--- config.mk ---
export PLATFORM = sky130hd
export DESIGN_NAME = rgb_led_matrix_pwm_scanner_top_flat
export DESIGN_NICKNAME = d
export VERILOG_FILES = /design/src/hw/rtl/rlps_pkg.sv /design/src/hw/rtl/rlps_channels_if.sv /design/src/hw/rtl/rlps_ram.sv /design/src/hw/rtl/rlps_ctrl.sv /design/src/hw/rtl/rlps_datapath.sv /design/src/hw/rtl/rgb_led_matrix_pwm_scanner_top.sv /design/src/flat_wrapper.sv
export SDC_FILE = /design/constraint.sdc
export NUM_CORES = 2
export LEC_CHECK = 0
export ABC_CLOCK_PERIOD_IN_PS = 6920
export BUFFER_PORTS_ARGS = -buffer_cell sky130_fd_sc_hd__buf_2
export CORE_MARGIN = 3
export CORE_UTILIZATION = 50
export CTS_CLUSTER_DIAMETER = 50
export CTS_CLUSTER_SIZE = 16
export DETAILED_ROUTE_END_ITERATION = 10
export MAX_ROUTING_LAYER = met4
export PLACE_DENSITY = 0.63
export SLEW_MARGIN = 5
export SYNTH_ARGS = -nofsm -noshare
export SYNTH_HDL_FRONTEND = slang
export SYNTH_HIERARCHICAL = 1
export SYNTH_SLANG_ARGS = --single-unit
--- constraint.sdc ---
create_clock -name clk -period 6.92 [get_ports clk]
set_clock_uncertainty 0.1 [all_clocks]
set_input_delay 0.692 -clock clk [delete_from_list [all_inputs] [get_ports clk]]
set_output_delay 0.692 -clock clk [all_outputs]
set_load 0.005 [all_outputs]
--- src/hw/rtl/rlps_pkg.sv ---
// Package of the RGB LED matrix PWM scanner: sizes, item codes and the
// command and status types between controller and datapath. No dependencies.
`default_nettype none

package rlps_pkg;

  localparam int ROWS    = 8;
  localparam int PIXELS  = 64;
  localparam int COLS    = PIXELS / ROWS;
  localparam int ROW_W   = $clog2(ROWS);
  localparam int COL_W   = $clog2(COLS);
  localparam int IDX_W   = $clog2(PIXELS);
  localparam int CNT_W   = $clog2(ROWS + 1);
  localparam int LEVEL_W = 8;
  localparam int PIXEL_W = 3 * LEVEL_W;
  localparam int KIND_W  = 2;

  localparam logic [LEVEL_W-1:0] BRIGHT_RESET = 8'hFF;
  localparam logic [COLS-1:0]    BLANK_BITS   = 8'hFF;
  localparam logic [ROWS-1:0]    BLANK_ROWS   = 8'h00;

  typedef enum logic [KIND_W-1:0] {
    KIND_WRITE = 2'd0,
    KIND_TICK  = 2'd1,
    KIND_CLEAR = 2'd2
  } kind_t;

  typedef struct packed {
    logic             wr_en;
    logic             clr_en;
    logic             rd_en;
    logic [ROW_W-1:0] rd_row;
    logic             load_row;
    logic             load_blank;
  } dp_cmd_t;

  typedef struct packed {
    logic slot_free;
  } dp_status_t;

endpackage

`default_nettype wire

--- src/hw/rtl/rlps_channels_if.sv ---
// Handshake channels of the scanner: pixel, tick and clear items in, row results out,
// and the brightness register write port. Depends on rlps_pkg.
`default_nettype none

interface rlps_in_if;
  logic                              valid;
  logic                              ready;
  logic [rlps_pkg::KIND_W-1:0]       kind;
  logic [rlps_pkg::IDX_W-1:0]        pixel_index;
  logic [rlps_pkg::LEVEL_W-1:0]      red_level;
  logic [rlps_pkg::LEVEL_W-1:0]      green_level;
  logic [rlps_pkg::LEVEL_W-1:0]      blue_level;

  modport source (output valid, kind, pixel_index, red_level, green_level, blue_level,
                  input ready);
  modport sink (input valid, kind, pixel_index, red_level, green_level, blue_level,
                output ready);
endinterface

interface rlps_out_if;
  logic                         valid;
  logic                         ready;
  logic [rlps_pkg::ROWS-1:0]    row_select;
  logic [rlps_pkg::COLS-1:0]    green_bits;
  logic [rlps_pkg::COLS-1:0]    red_bits;
  logic [rlps_pkg::COLS-1:0]    blue_bits;
  logic                         last;

  modport source (output valid, row_select, green_bits, red_bits, blue_bits, last,
                  input ready);
  modport sink (input valid, row_select, green_bits, red_bits, blue_bits, last,
                output ready);
endinterface

interface rlps_cfg_if;
  logic                         valid;
  logic                         ready;
  logic [rlps_pkg::LEVEL_W-1:0] brightness_top;

  modport source (output valid, brightness_top, input ready);
  modport sink (input valid, brightness_top, output ready);
endinterface

`default_nettype wire

--- src/hw/rtl/rlps_ram.sv ---
// Generic single-port-write, single-port-read RAM with registered read data.
// No dependencies.
`default_nettype none

module rlps_ram #(
  parameter int WIDTH = 24,
  parameter int DEPTH = 8
) (
  input  wire logic                     clk,
  input  wire logic                     we,
  input  wire logic [$clog2(DEPTH)-1:0] waddr,
  input  wire logic [WIDTH-1:0]         wdata,
  input  wire logic                     re,
  input  wire logic [$clog2(DEPTH)-1:0] raddr,
  output logic      [WIDTH-1:0]         rdata
);

  logic [WIDTH-1:0] mem_r [DEPTH];

  always_ff @(posedge clk) begin
    if (we) begin
      mem_r[waddr] <= wdata;
    end
    if (re) begin
      rdata <= mem_r[raddr];
    end
  end

endmodule

`default_nettype wire

--- src/hw/rtl/rlps_ctrl.sv ---
// Controller of the scanner: accepts items and sequences the row reads and
// result loads of a tick. Depends on rlps_pkg.
`default_nettype none

module rlps_ctrl (
  input  wire logic                        clk,
  input  wire logic                        rst_n,
  input  wire logic                        in_valid,
  input  wire logic [rlps_pkg::KIND_W-1:0] in_kind,
  output logic                             in_ready,
  input  wire rlps_pkg::dp_status_t        status,
  output rlps_pkg::dp_cmd_t                cmd
);

  typedef enum logic {
    S_IDLE,
    S_SCAN
  } state_t;

  state_t                      state_r, state_nxt;
  logic [rlps_pkg::CNT_W-1:0]  rd_cnt_r, rd_cnt_nxt;
  logic                        pend_r, pend_nxt;
  logic                        rows_done;

  assign rows_done = (rd_cnt_r == rlps_pkg::CNT_W'(rlps_pkg::ROWS));

  always_comb begin
    state_nxt  = state_r;
    rd_cnt_nxt = rd_cnt_r;
    pend_nxt   = pend_r;
    cmd        = '0;
    in_ready   = (state_r == S_IDLE);
    case (state_r)
      S_IDLE: begin
        if (in_valid) begin
          case (in_kind)
            rlps_pkg::KIND_WRITE: begin
              cmd.wr_en = 1'b1;
            end
            rlps_pkg::KIND_CLEAR: begin
              cmd.clr_en = 1'b1;
            end
            rlps_pkg::KIND_TICK: begin
              cmd.rd_en  = 1'b1;
              cmd.rd_row = '0;
              rd_cnt_nxt = rlps_pkg::CNT_W'(1);
              pend_nxt   = 1'b1;
              state_nxt  = S_SCAN;
            end
            default: begin
            end
          endcase
        end
      end
      S_SCAN: begin
        cmd.load_row   = pend_r && status.slot_free;
        cmd.rd_en      = (!pend_r || status.slot_free) && !rows_done;
        cmd.rd_row     = rd_cnt_r[rlps_pkg::ROW_W-1:0];
        cmd.load_blank = !pend_r && rows_done && status.slot_free;
        if (cmd.rd_en) begin
          rd_cnt_nxt = rd_cnt_r + rlps_pkg::CNT_W'(1);
          pend_nxt   = 1'b1;
        end else if (cmd.load_row) begin
          pend_nxt = 1'b0;
        end
        if (cmd.load_blank) begin
          state_nxt = S_IDLE;
        end
      end
      default: begin
        state_nxt = S_IDLE;
      end
    endcase
  end

  always_ff @(posedge clk) begin
    if (!rst_n) begin
      state_r  <= S_IDLE;
      rd_cnt_r <= '0;
      pend_r   <= 1'b0;
    end else begin
      state_r  <= state_nxt;
      rd_cnt_r <= rd_cnt_nxt;
      pend_r   <= pend_nxt;
    end
  end

endmodule

`default_nettype wire

--- src/hw/rtl/rlps_datapath.sv ---
// Datapath of the scanner: per-column frame RAMs with valid bits, PWM counter,
// brightness register, row compare and the result register.
// Depends on rlps_pkg and rlps_ram.
`default_nettype none

module rlps_datapath (
  input  wire logic                         clk,
  input  wire logic                         rst_n,
  input  wire rlps_pkg::dp_cmd_t            cmd,
  output rlps_pkg::dp_status_t              status,
  input  wire logic [rlps_pkg::IDX_W-1:0]   pixel_index,
  input  wire logic [rlps_pkg::LEVEL_W-1:0] red_level,
  input  wire logic [rlps_pkg::LEVEL_W-1:0] green_level,
  input  wire logic [rlps_pkg::LEVEL_W-1:0] blue_level,
  input  wire logic                         cfg_we,
  input  wire logic [rlps_pkg::LEVEL_W-1:0] cfg_data,
  output logic                              out_valid,
  input  wire logic                         out_ready,
  output logic [rlps_pkg::ROWS-1:0]         out_row_select,
  output logic [rlps_pkg::COLS-1:0]         out_green_bits,
  output logic [rlps_pkg::COLS-1:0]         out_red_bits,
  output logic [rlps_pkg::COLS-1:0]         out_blue_bits,
  output logic                              out_last
);

  logic [rlps_pkg::ROW_W-1:0]   wr_row;
  logic [rlps_pkg::COL_W-1:0]   wr_col;
  logic [rlps_pkg::PIXEL_W-1:0] wr_data;
  logic [rlps_pkg::PIXEL_W-1:0] rd_data [rlps_pkg::COLS];

  logic [rlps_pkg::COLS-1:0]    valid_r [rlps_pkg::ROWS];
  logic [rlps_pkg::COLS-1:0]    vmask_r;
  logic [rlps_pkg::ROW_W-1:0]   row_r;
  logic [rlps_pkg::LEVEL_W-1:0] pwm_r;
  logic [rlps_pkg::LEVEL_W-1:0] bright_r;

  logic                         out_valid_r;
  logic [rlps_pkg::ROWS-1:0]    row_sel_r;
  logic [rlps_pkg::COLS-1:0]    green_r, red_r, blue_r;
  logic                         last_r;

  logic [rlps_pkg::ROWS-1:0]    row_onehot;
  logic [rlps_pkg::COLS-1:0]    red_cmp, green_cmp, blue_cmp;
  logic                         slot_free;

  assign wr_row  = pixel_index[rlps_pkg::IDX_W-1 -: rlps_pkg::ROW_W];
  assign wr_col  = pixel_index[rlps_pkg::COL_W-1:0];
  assign wr_data = {blue_level, green_level, red_level};

  for (genvar c = 0; c < rlps_pkg::COLS; c++) begin : g_col
    rlps_ram #(
      .WIDTH(rlps_pkg::PIXEL_W),
      .DEPTH(rlps_pkg::ROWS)
    ) u_ram (
      .clk  (clk),
      .we   (cmd.wr_en && (wr_col == rlps_pkg::COL_W'(c))),
      .waddr(wr_row),
      .wdata(wr_data),
      .re   (cmd.rd_en),
      .raddr(cmd.rd_row),
      .rdata(rd_data[c])
    );
  end

  // A pixel never written since reset or the last clear reads as zero.
  always_comb begin
    for (int c = 0; c < rlps_pkg::COLS; c++) begin
      logic [rlps_pkg::PIXEL_W-1:0] px;
      px = vmask_r[c] ? rd_data[c] : '0;
      red_cmp[c]   = (px[rlps_pkg::LEVEL_W-1:0] <= pwm_r);
      green_cmp[c] = (px[2*rlps_pkg::LEVEL_W-1 -: rlps_pkg::LEVEL_W] <= pwm_r);
      blue_cmp[c]  = (px[3*rlps_pkg::LEVEL_W-1 -: rlps_pkg::LEVEL_W] <= pwm_r);
    end
    for (int r = 0; r < rlps_pkg::ROWS; r++) begin
      row_onehot[r] = (row_r == rlps_pkg::ROW_W'(r));
    end
  end

  assign slot_free        = !out_valid_r || out_ready;
  assign status.slot_free = slot_free;

  always_ff @(posedge clk) begin
    if (!rst_n) begin
      for (int r = 0; r < rlps_pkg::ROWS; r++) begin
        valid_r[r] <= '0;
      end
    end else if (cmd.clr_en) begin
      for (int r = 0; r < rlps_pkg::ROWS; r++) begin
        valid_r[r] <= '0;
      end
    end else if (cmd.wr_en) begin
      valid_r[wr_row][wr_col] <= 1'b1;
    end
  end

  always_ff @(posedge clk) begin
    if (cmd.rd_en) begin
      vmask_r <= valid_r[cmd.rd_row];
      row_r   <= cmd.rd_row;
    end
  end

  always_ff @(posedge clk) begin
    if (!rst_n) begin
      pwm_r    <= '0;
      bright_r <= rlps_pkg::BRIGHT_RESET;
    end else begin
      if (cfg_we) begin
        bright_r <= cfg_data;
      end
      if (cmd.load_blank) begin
        pwm_r <= (pwm_r >= bright_r) ? '0 : pwm_r + rlps_pkg::LEVEL_W'(1);
      end
    end
  end

  always_ff @(posedge clk) begin
    if (!rst_n) begin
      out_valid_r <= 1'b0;
    end else if (cmd.load_row || cmd.load_blank) begin
      out_valid_r <= 1'b1;
    end else if (out_ready) begin
      out_valid_r <= 1'b0;
    end
  end

  always_ff @(posedge clk) begin
    if (cmd.load_row) begin
      row_sel_r <= row_onehot;
      green_r   <= green_cmp;
      red_r     <= red_cmp;
      blue_r    <= blue_cmp;
      last_r    <= 1'b0;
    end else if (cmd.load_blank) begin
      row_sel_r <= rlps_pkg::BLANK_ROWS;
      green_r   <= rlps_pkg::BLANK_BITS;
      red_r     <= rlps_pkg::BLANK_BITS;
      blue_r    <= rlps_pkg::BLANK_BITS;
      last_r    <= 1'b1;
    end
  end

  assign out_valid      = out_valid_r;
  assign out_row_select = row_sel_r;
  assign out_green_bits = green_r;
  assign out_red_bits   = red_r;
  assign out_blue_bits  = blue_r;
  assign out_last       = last_r;

endmodule

`default_nettype wire

--- src/hw/rtl/rgb_led_matrix_pwm_scanner_top.sv ---
// Write and clear items are taken while idle and leave the block ready. A tick
// reads one row per cycle through the RAM read-data and result registers, one
// result per cycle while the output is not stalled; it gives 9 results (one per
// row plus a blanking result) and no new item is taken until it ends.
// Reset (rst_n, synchronous): frame reads as all zero, PWM counter 0,
// brightness_top 255; there is no clearing pass.
// Top level of the scanner; depends on rlps_pkg, the channel interfaces,
// rlps_ctrl and rlps_datapath.
`default_nettype none

module rgb_led_matrix_pwm_scanner_top (
  input wire logic   clk,
  input wire logic   rst_n,
  rlps_in_if.sink    in_if,
  rlps_out_if.source out_if,
  rlps_cfg_if.sink   cfg_if
);

  rlps_pkg::dp_cmd_t    cmd;
  rlps_pkg::dp_status_t status;
  logic                 in_ready;

  assign in_if.ready  = in_ready;
  assign cfg_if.ready = 1'b1;

  rlps_ctrl u_ctrl (
    .clk     (clk),
    .rst_n   (rst_n),
    .in_valid(in_if.valid),
    .in_kind (in_if.kind),
    .in_ready(in_ready),
    .status  (status),
    .cmd     (cmd)
  );

  rlps_datapath u_dp (
    .clk           (clk),
    .rst_n         (rst_n),
    .cmd           (cmd),
    .status        (status),
    .pixel_index   (in_if.pixel_index),
    .red_level     (in_if.red_level),
    .green_level   (in_if.green_level),
    .blue_level    (in_if.blue_level),
    .cfg_we        (cfg_if.valid),
    .cfg_data      (cfg_if.brightness_top),
    .out_valid     (out_if.valid),
    .out_ready     (out_if.ready),
    .out_row_select(out_if.row_select),
    .out_green_bits(out_if.green_bits),
    .out_red_bits  (out_if.red_bits),
    .out_blue_bits (out_if.blue_bits),
    .out_last      (out_if.last)
  );

endmodule

`default_nettype wire

--- src/flat_wrapper.sv ---
// flat-port wrapper written by rule: the top's interface ports become plain ports
module rgb_led_matrix_pwm_scanner_top_flat 
  (clk, rst_n, in_if_valid, in_if_kind, in_if_pixel_index, in_if_red_level, in_if_green_level, in_if_blue_level, in_if_ready, out_if_valid, out_if_row_select, out_if_green_bits, out_if_red_bits, out_if_blue_bits, out_if_last, out_if_ready, cfg_if_valid, cfg_if_brightness_top, cfg_if_ready);
  rlps_in_if in_if_i ();
  rlps_out_if out_if_i ();
  rlps_cfg_if cfg_if_i ();
  input wire logic clk;
  input wire logic rst_n;
  input wire logic [$bits(in_if_i.valid)-1:0] in_if_valid;
  input wire logic [$bits(in_if_i.kind)-1:0] in_if_kind;
  input wire logic [$bits(in_if_i.pixel_index)-1:0] in_if_pixel_index;
  input wire logic [$bits(in_if_i.red_level)-1:0] in_if_red_level;
  input wire logic [$bits(in_if_i.green_level)-1:0] in_if_green_level;
  input wire logic [$bits(in_if_i.blue_level)-1:0] in_if_blue_level;
  output wire logic [$bits(in_if_i.ready)-1:0] in_if_ready;
  output wire logic [$bits(out_if_i.valid)-1:0] out_if_valid;
  output wire logic [$bits(out_if_i.row_select)-1:0] out_if_row_select;
  output wire logic [$bits(out_if_i.green_bits)-1:0] out_if_green_bits;
  output wire logic [$bits(out_if_i.red_bits)-1:0] out_if_red_bits;
  output wire logic [$bits(out_if_i.blue_bits)-1:0] out_if_blue_bits;
  output wire logic [$bits(out_if_i.last)-1:0] out_if_last;
  input wire logic [$bits(out_if_i.ready)-1:0] out_if_ready;
  input wire logic [$bits(cfg_if_i.valid)-1:0] cfg_if_valid;
  input wire logic [$bits(cfg_if_i.brightness_top)-1:0] cfg_if_brightness_top;
  output wire logic [$bits(cfg_if_i.ready)-1:0] cfg_if_ready;
  assign in_if_i.valid = in_if_valid;
  assign in_if_i.kind = in_if_kind;
  assign in_if_i.pixel_index = in_if_pixel_index;
  assign in_if_i.red_level = in_if_red_level;
  assign in_if_i.green_level = in_if_green_level;
  assign in_if_i.blue_level = in_if_blue_level;
  assign in_if_ready = in_if_i.ready;
  assign out_if_valid = out_if_i.valid;
  assign out_if_row_select = out_if_i.row_select;
  assign out_if_green_bits = out_if_i.green_bits;
  assign out_if_red_bits = out_if_i.red_bits;
  assign out_if_blue_bits = out_if_i.blue_bits;
  assign out_if_last = out_if_i.last;
  assign out_if_i.ready = out_if_ready;
  assign cfg_if_i.valid = cfg_if_valid;
  assign cfg_if_i.brightness_top = cfg_if_brightness_top;
  assign cfg_if_ready = cfg_if_i.ready;
  rgb_led_matrix_pwm_scanner_top u_core (.clk(clk), .rst_n(rst_n), .in_if(in_if_i), .out_if(out_if_i), .cfg_if(cfg_if_i));
endmodule
* Word level (Yosys, flattened, before mapping)
Memories as Yosys holds them, arrays and structs flattened. A register that Yosys moved wholly into a read port is not among the register bits.
Cells that the tools add are included.
** Operators by class
- Add/subtract/negate cells :: 2
- Order comparisons :: 27
- Eq/ne operators :: 21
- Multiplexer cells :: 74
- Bitwise gates (word level) :: 9
- Reduce and logical (&&, ||, !) cells :: 27
** Operators by type and width (count)
- <= comparator 8 bit :: 24
- two-way mux 24 bit :: 8
- two-way mux 8 bit :: 18
- two-way mux 1 bit :: 35
- equality test 3 bit (second input constant) :: 8
- two-way mux 4 bit :: 4
- one-hot mux 4 bit (2 select lines) :: 2
- logical AND 1 bit :: 13
- equality test 3 x 2 -> 1 bit (second input constant) :: 4
- adder 8 x 1 -> 8 bit (second input constant) :: 1
- greater-or-equal comparator 8 bit :: 1
- bitwise OR 1 bit :: 8
- OR reduction 8 bit :: 1
- equality test 3 x 1 -> 1 bit (second input constant) :: 2
- logical NOT 3 bit :: 2
- two-way mux 6 bit :: 1
- AND reduction 3 bit :: 2
- adder 4 x 1 -> 4 bit (second input constant) :: 1
- equality test 4 bit (second input constant) :: 1
- < comparator 3 x 4 -> 1 bit (second input constant) :: 1
- two-way mux 2 bit :: 2
- != test 2 x 1 -> 1 bit (second input constant) :: 2
- one-hot mux 1 bit (2 select lines) :: 2
- nonzero test 2 bit :: 2
- other kinds (11) :: 15
** Word-level totals
- Register bits :: 59
- Memory bits (writable) :: 1600
- Bits of input ports :: 45
- Memories :: 9
** Memories
- u_core.u_dp.g_col[0].u_ram.mem_r :: words 8, width 24, read ports 1, clocked after Yosys merged registers in 1, wr ports 1, RTL line rlps_ram.sv:18 : logic [WIDTH-1:0] mem_r [DEPTH];
- u_core.u_dp.g_col[1].u_ram.mem_r :: words 8, width 24, read ports 1, clocked after Yosys merged registers in 1, wr ports 1, RTL line rlps_ram.sv:18
- u_core.u_dp.g_col[2].u_ram.mem_r :: words 8, width 24, read ports 1, clocked after Yosys merged registers in 1, wr ports 1, RTL line rlps_ram.sv:18
- u_core.u_dp.g_col[3].u_ram.mem_r :: words 8, width 24, read ports 1, clocked after Yosys merged registers in 1, wr ports 1, RTL line rlps_ram.sv:18
- u_core.u_dp.g_col[4].u_ram.mem_r :: words 8, width 24, read ports 1, clocked after Yosys merged registers in 1, wr ports 1, RTL line rlps_ram.sv:18
- u_core.u_dp.g_col[5].u_ram.mem_r :: words 8, width 24, read ports 1, clocked after Yosys merged registers in 1, wr ports 1, RTL line rlps_ram.sv:18
- 3 more memories

* Logic depth before layout (Yosys ltp)
- Depth after elaboration :: 10
- Gate-level depth with buffers :: 9
- Mapped depth without buffers :: 8

* Modules after synthesis
The synthesis kept the hierarchy.
** Modules (own cells, without submodules)
- rlps_ram :: instances 8, cells an instance 314, area an instance 8037.7 um2
- rlps_datapath :: instances 1, cells an instance 1108, area an instance 10221.1 um2
- rlps_ctrl :: instances 1, cells an instance 50, area an instance 401.6 um2
- rgb_led_matrix_pwm_scanner_top :: instances 1, cells an instance 2, area an instance 11.3 um2

* Worst setup path before layout
No wires, ideal clock.
- Kind :: in2reg
- Start :: input port out_if_ready
- End :: register u_core.u_dp.g_col[0].u_ram.rdata[0] (read register of u_core.u_dp.g_col[0].u_ram.mem_r), enable pin
- Library setup time :: 1618 ps
- Data arrival time :: 4512 ps
- Required time :: 5202 ps
- Slack :: 689 ps
- Stages :: 4
- Buffers on the path :: 0
- Path through :: nand2b_1 -> nand2b_1 -> nand3_1 -> nand2_1
** RTL lines
- from (decl) :: RTL line flat_wrapper.sv:22 : input wire logic [$bits(out_if_i.ready)-1:0] out_if_ready;
- to (decl) :: RTL line rlps_ram.sv:15 : output logic [WIDTH-1:0] rdata

==> qor.csv <==
metric,value,unit
reported_leakage_power,26.8,nW
area.growth.synth_to_final,12.1,%
outcome,finished clean,
timing.setup.tns,0,ns
critical_path.cell_chain,"nor4b_2, nand2_1, nor2_1, nand2_1, nor3_2, buf_4",
critPathLaunchType,flop,
synth_area_leaders,"sky130_fd_sc_hd__edfxtp_1 (71%), sky130_fd_sc_hd__mux4_2 (12%), sky130_fd_sc_hd__ha_1 (3.4%)",
cts-hold-fix-buffers,6,
routed_wirelength,162000,microns
route.detailed.drc,0,
detail_route.wl_per_cell,26.8,microns
grt_antenna_before_repair,5,
detailedRoute.firstIterationViolations,3056,
fin_crit_sh,56.8,%
syn_area,0.0749,sq mm
cts_buffers,172,
placementRows,141,
worst_pin_slew,1.08,ns
yosysWarningCount,6,
crit_type,flop to flop,
synth_top_area_cell,sky130_fd_sc_hd__edfxtp_1,
synth-edff-count,1771,
finalWorstPathRequiredPeriod,3.93,ns
global_route.usage.total,22.1,%
regToRegEndpoint,u_core/u_dp/g_col[3].u_ram/mem_r[4][3],
worst_path_dominant_cell_family,simple AND/OR/NAND/NOR gates,
report.final.slew_viol_count,0,
synth_cells,3672,
synth_net_count,3920,
start_util,50.5,%
cts_buffer_depth,3,
cts_htree_levels,4,
io-pin-count,81,
power.density_cell_area,270,mW/mm^2
die_x,393,microns
crit-reg2reg-launch,u_core/u_ctrl/state_r,
required,7.31,ns
ys_seq_elements,1859,
hold_violations,0,
ys_seq_area_share,73.3,%
setup.worst_path.end_class,flop,
post_synth_num_cell_types,52,
finalSetupViolCount,0,
post-cts-setup-buffers,0,
post_synth_most_frequent_cells,"sky130_fd_sc_hd__edfxtp_1 (1771), sky130_fd_sc_hd__mux4_2 (385), sky130_fd_sc_hd__ha_1 (203)",
synth.most_common_cell,sky130_fd_sc_hd__edfxtp_1,
holdCritPathClass,input port to flop,
ir_worst_vdd,0.248,mV
hpwl,84900,microns
slew_headroom,28.0,%
cts.clk_slew.worst_paths,0.06,ns
via_per_inst,5.83,
timing.critical_path.slowest_cell_delay,0.74,ns
cts_root_cell,sky130_fd_sc_hd__clkbuf_16,
cp_max_fo,14,
numClockSinks,1859,
critPathMostFrequentCell,sky130_fd_sc_hd__nand2_1,
post_cts.resized_instances,0,
worst_r2r_path_depth,6,
drt_pass1_iterations,7,
asyncSetResetFlopFracSynth,0,%
cap_viol_max_count,0,
critical_path_buf_inv_count,1,
postSynth.topFlopCell,sky130_fd_sc_hd__edfxtp_1,
synth_top_area_share,71.0,%
grt_pass1_vias,36000,
max_freq,0.254,GHz
tritoncts,done,
grt_pass1_wl,240000,microns
clk_latency,0.80,ns
nets,4152,
critPathArrivalTime,4.32,ns
placedCellCount,5726,
rsz0062_at_grt,false,
place_congestion,0.751,
grt_start_max_net_pins,100,
design.die.area,0.155,sq mm
io_buffers,79,
min_delay_path_depth,3,
layoutNonFillerInstCount,6044,
detailroute.via_count,35300,
overflow,0,
drive_above_1_share,28.6,%
worstSetupEndpoint,u_core/u_dp/g_col[3].u_ram/mem_r[4][3],
ant_nets,0,
critical_path.slowest_cell,sky130_fd_sc_hd__nor3_2,
setup_slack_of_the_most_critical_reg_to_reg_path,2.99,ns
worstSetupPathDepth,6,
die_height,393,microns
crit_path_start,u_core/u_ctrl/state_r,
core,0.148,sq mm
mapped_avg_cell_area,20.4,sq um
[metal layers]
layer | track usage [%] | wire, microns | vias up | share of wire (%)
li1 | - | - | 15500 | -
met2 | 35.7 | 80400 | 870 | 50
met1 | 30.3 | 70500 | 18700 | 43
met5 | - | 0 | - | 0
met4 | 4.92 | 2720 | 0 | 1.7
met3 | 3.12 | 8450 | 203 | 5.2
[power breakdown]
group          total [W]  switching (W)  internal [W]
Sequential        0.0124      0.0000411        0.0124
Combinational   0.000665       0.000448      0.000217
Clock            0.00961        0.00433       0.00528
[layout by cell type, fill, tap and decap left out, drive strengths merged, types with 8 or more instances in the layout]
master and count:
a21oi 116, a221o 24, and2 169, buf 200, bufinv 14, clkbuf 191, clkinv 46, dfxtp 88
diode 8, edfxtp 1771, ha 203, inv 70, mux2 200, mux4 400, nand2 85, nand2b 34
nand4 51, nor2 140, nor2b 49, nor3 23, o21a 49, o21ai 48
[how the worst min path moves through the flow]
stage | endpoint | start | slack [ns]
global placement | u_core/u_dp/valid_r[5][6] | u_core/u_dp/valid_r[5][6] | 0.34
floorplan | u_core/u_dp/valid_r[1][0] | u_core/u_dp/valid_r[1][0] | 0.33
detailed placement | u_core/u_dp/valid_r[5][6] | u_core/u_dp/valid_r[5][6] | 0.35
CTS | u_core/u_dp/bright_r[1] | cfg_if_brightness_top[1] | 0.0001
finish | u_core/u_dp/bright_r[1] | cfg_if_brightness_top[1] | 0.06
global route | u_core/u_dp/bright_r[1] | cfg_if_brightness_top[1] | 0.03
[area by class of cell]
class / instances / area [sq um]
Tap cell: 2002 / 2500
Fill cell: 11000 / 64400
Inverter: 24 / 97.6
Clock inverter: 113 / 1330
Antenna cell: 8 / 20.0
Clock buffer: 191 / 4430
Multi-Input combinational cell: 1641 / 19200
Timing Repair Buffer: 206 / 1490
Sequential cell: 1859 / 54900
[flip-flops by register name, indices dropped and copies added (netlist names), 3 cells and up]
register                       count
u_core/u_dp/out_green_bits         8
u_core/u_dp/out_red_bits           8
u_core/u_dp/pwm_r                  8
u_core/u_dp/vmask_r                8
u_core/u_dp/valid_r               64
u_core/u_ctrl/rd_cnt_r             4
u_core/u_dp/row_r                  3
u_core/u_dp/out_blue_bits          8
u_core/u_dp/out_row_select         8
u_core/u_dp/g_col.u_ram/mem_r   1536
u_core/u_dp/bright_r               8
u_core/u_dp/g_col.u_ram/rdata    192
[worst register-to-register path, stage by stage, from the launching register on]
cell	delay, ns
sky130_fd_sc_hd__dfxtp_1	0.43
sky130_fd_sc_hd__nor4b_2	0.68
sky130_fd_sc_hd__nand2_1	0.28
sky130_fd_sc_hd__nor2_1	0.71
sky130_fd_sc_hd__nand2_1	0.31
sky130_fd_sc_hd__nor3_2	0.74
sky130_fd_sc_hd__buf_4	0.36
[cells by family after synthesis]
kind of cell	count (synthesis)	share of synthesized area, %
AO/OA/AOI/OAI	257	2.13
flip-flops	1859	73.3
AND/OR/NAND/NOR	571	4.05
XOR/XNOR	7	0.0818
multiplexers	602	15.6
adder cells (fa/ha/maj)	203	3.39
other	1	0.00500
buffers and inverters	172	1.41
[metrics by stage]
stage | hold WS, ns | power (W) | cell area, sq um | setup WS (ns) | util [%]
final | 0.0614 | 0.0227 | 84000 | 2.99 | 56.6
after global routing | 0.0277 | 0.0235 | 84000 | 2.68 | 56.6
after CTS | 0.000135 | 0.0230 | 84000 | 2.91 | 56.6
after detailed placement | 0.346 | 0.0134 | 78100 | 2.60 | 52.7
after global placement | 0.340 | 0.0133 | 78100 | 2.64 | 52.7
after floorplan | 0.328 | 0.0130 | 74900 | 0.689 | -
Power figures use the tool's default switching activity.
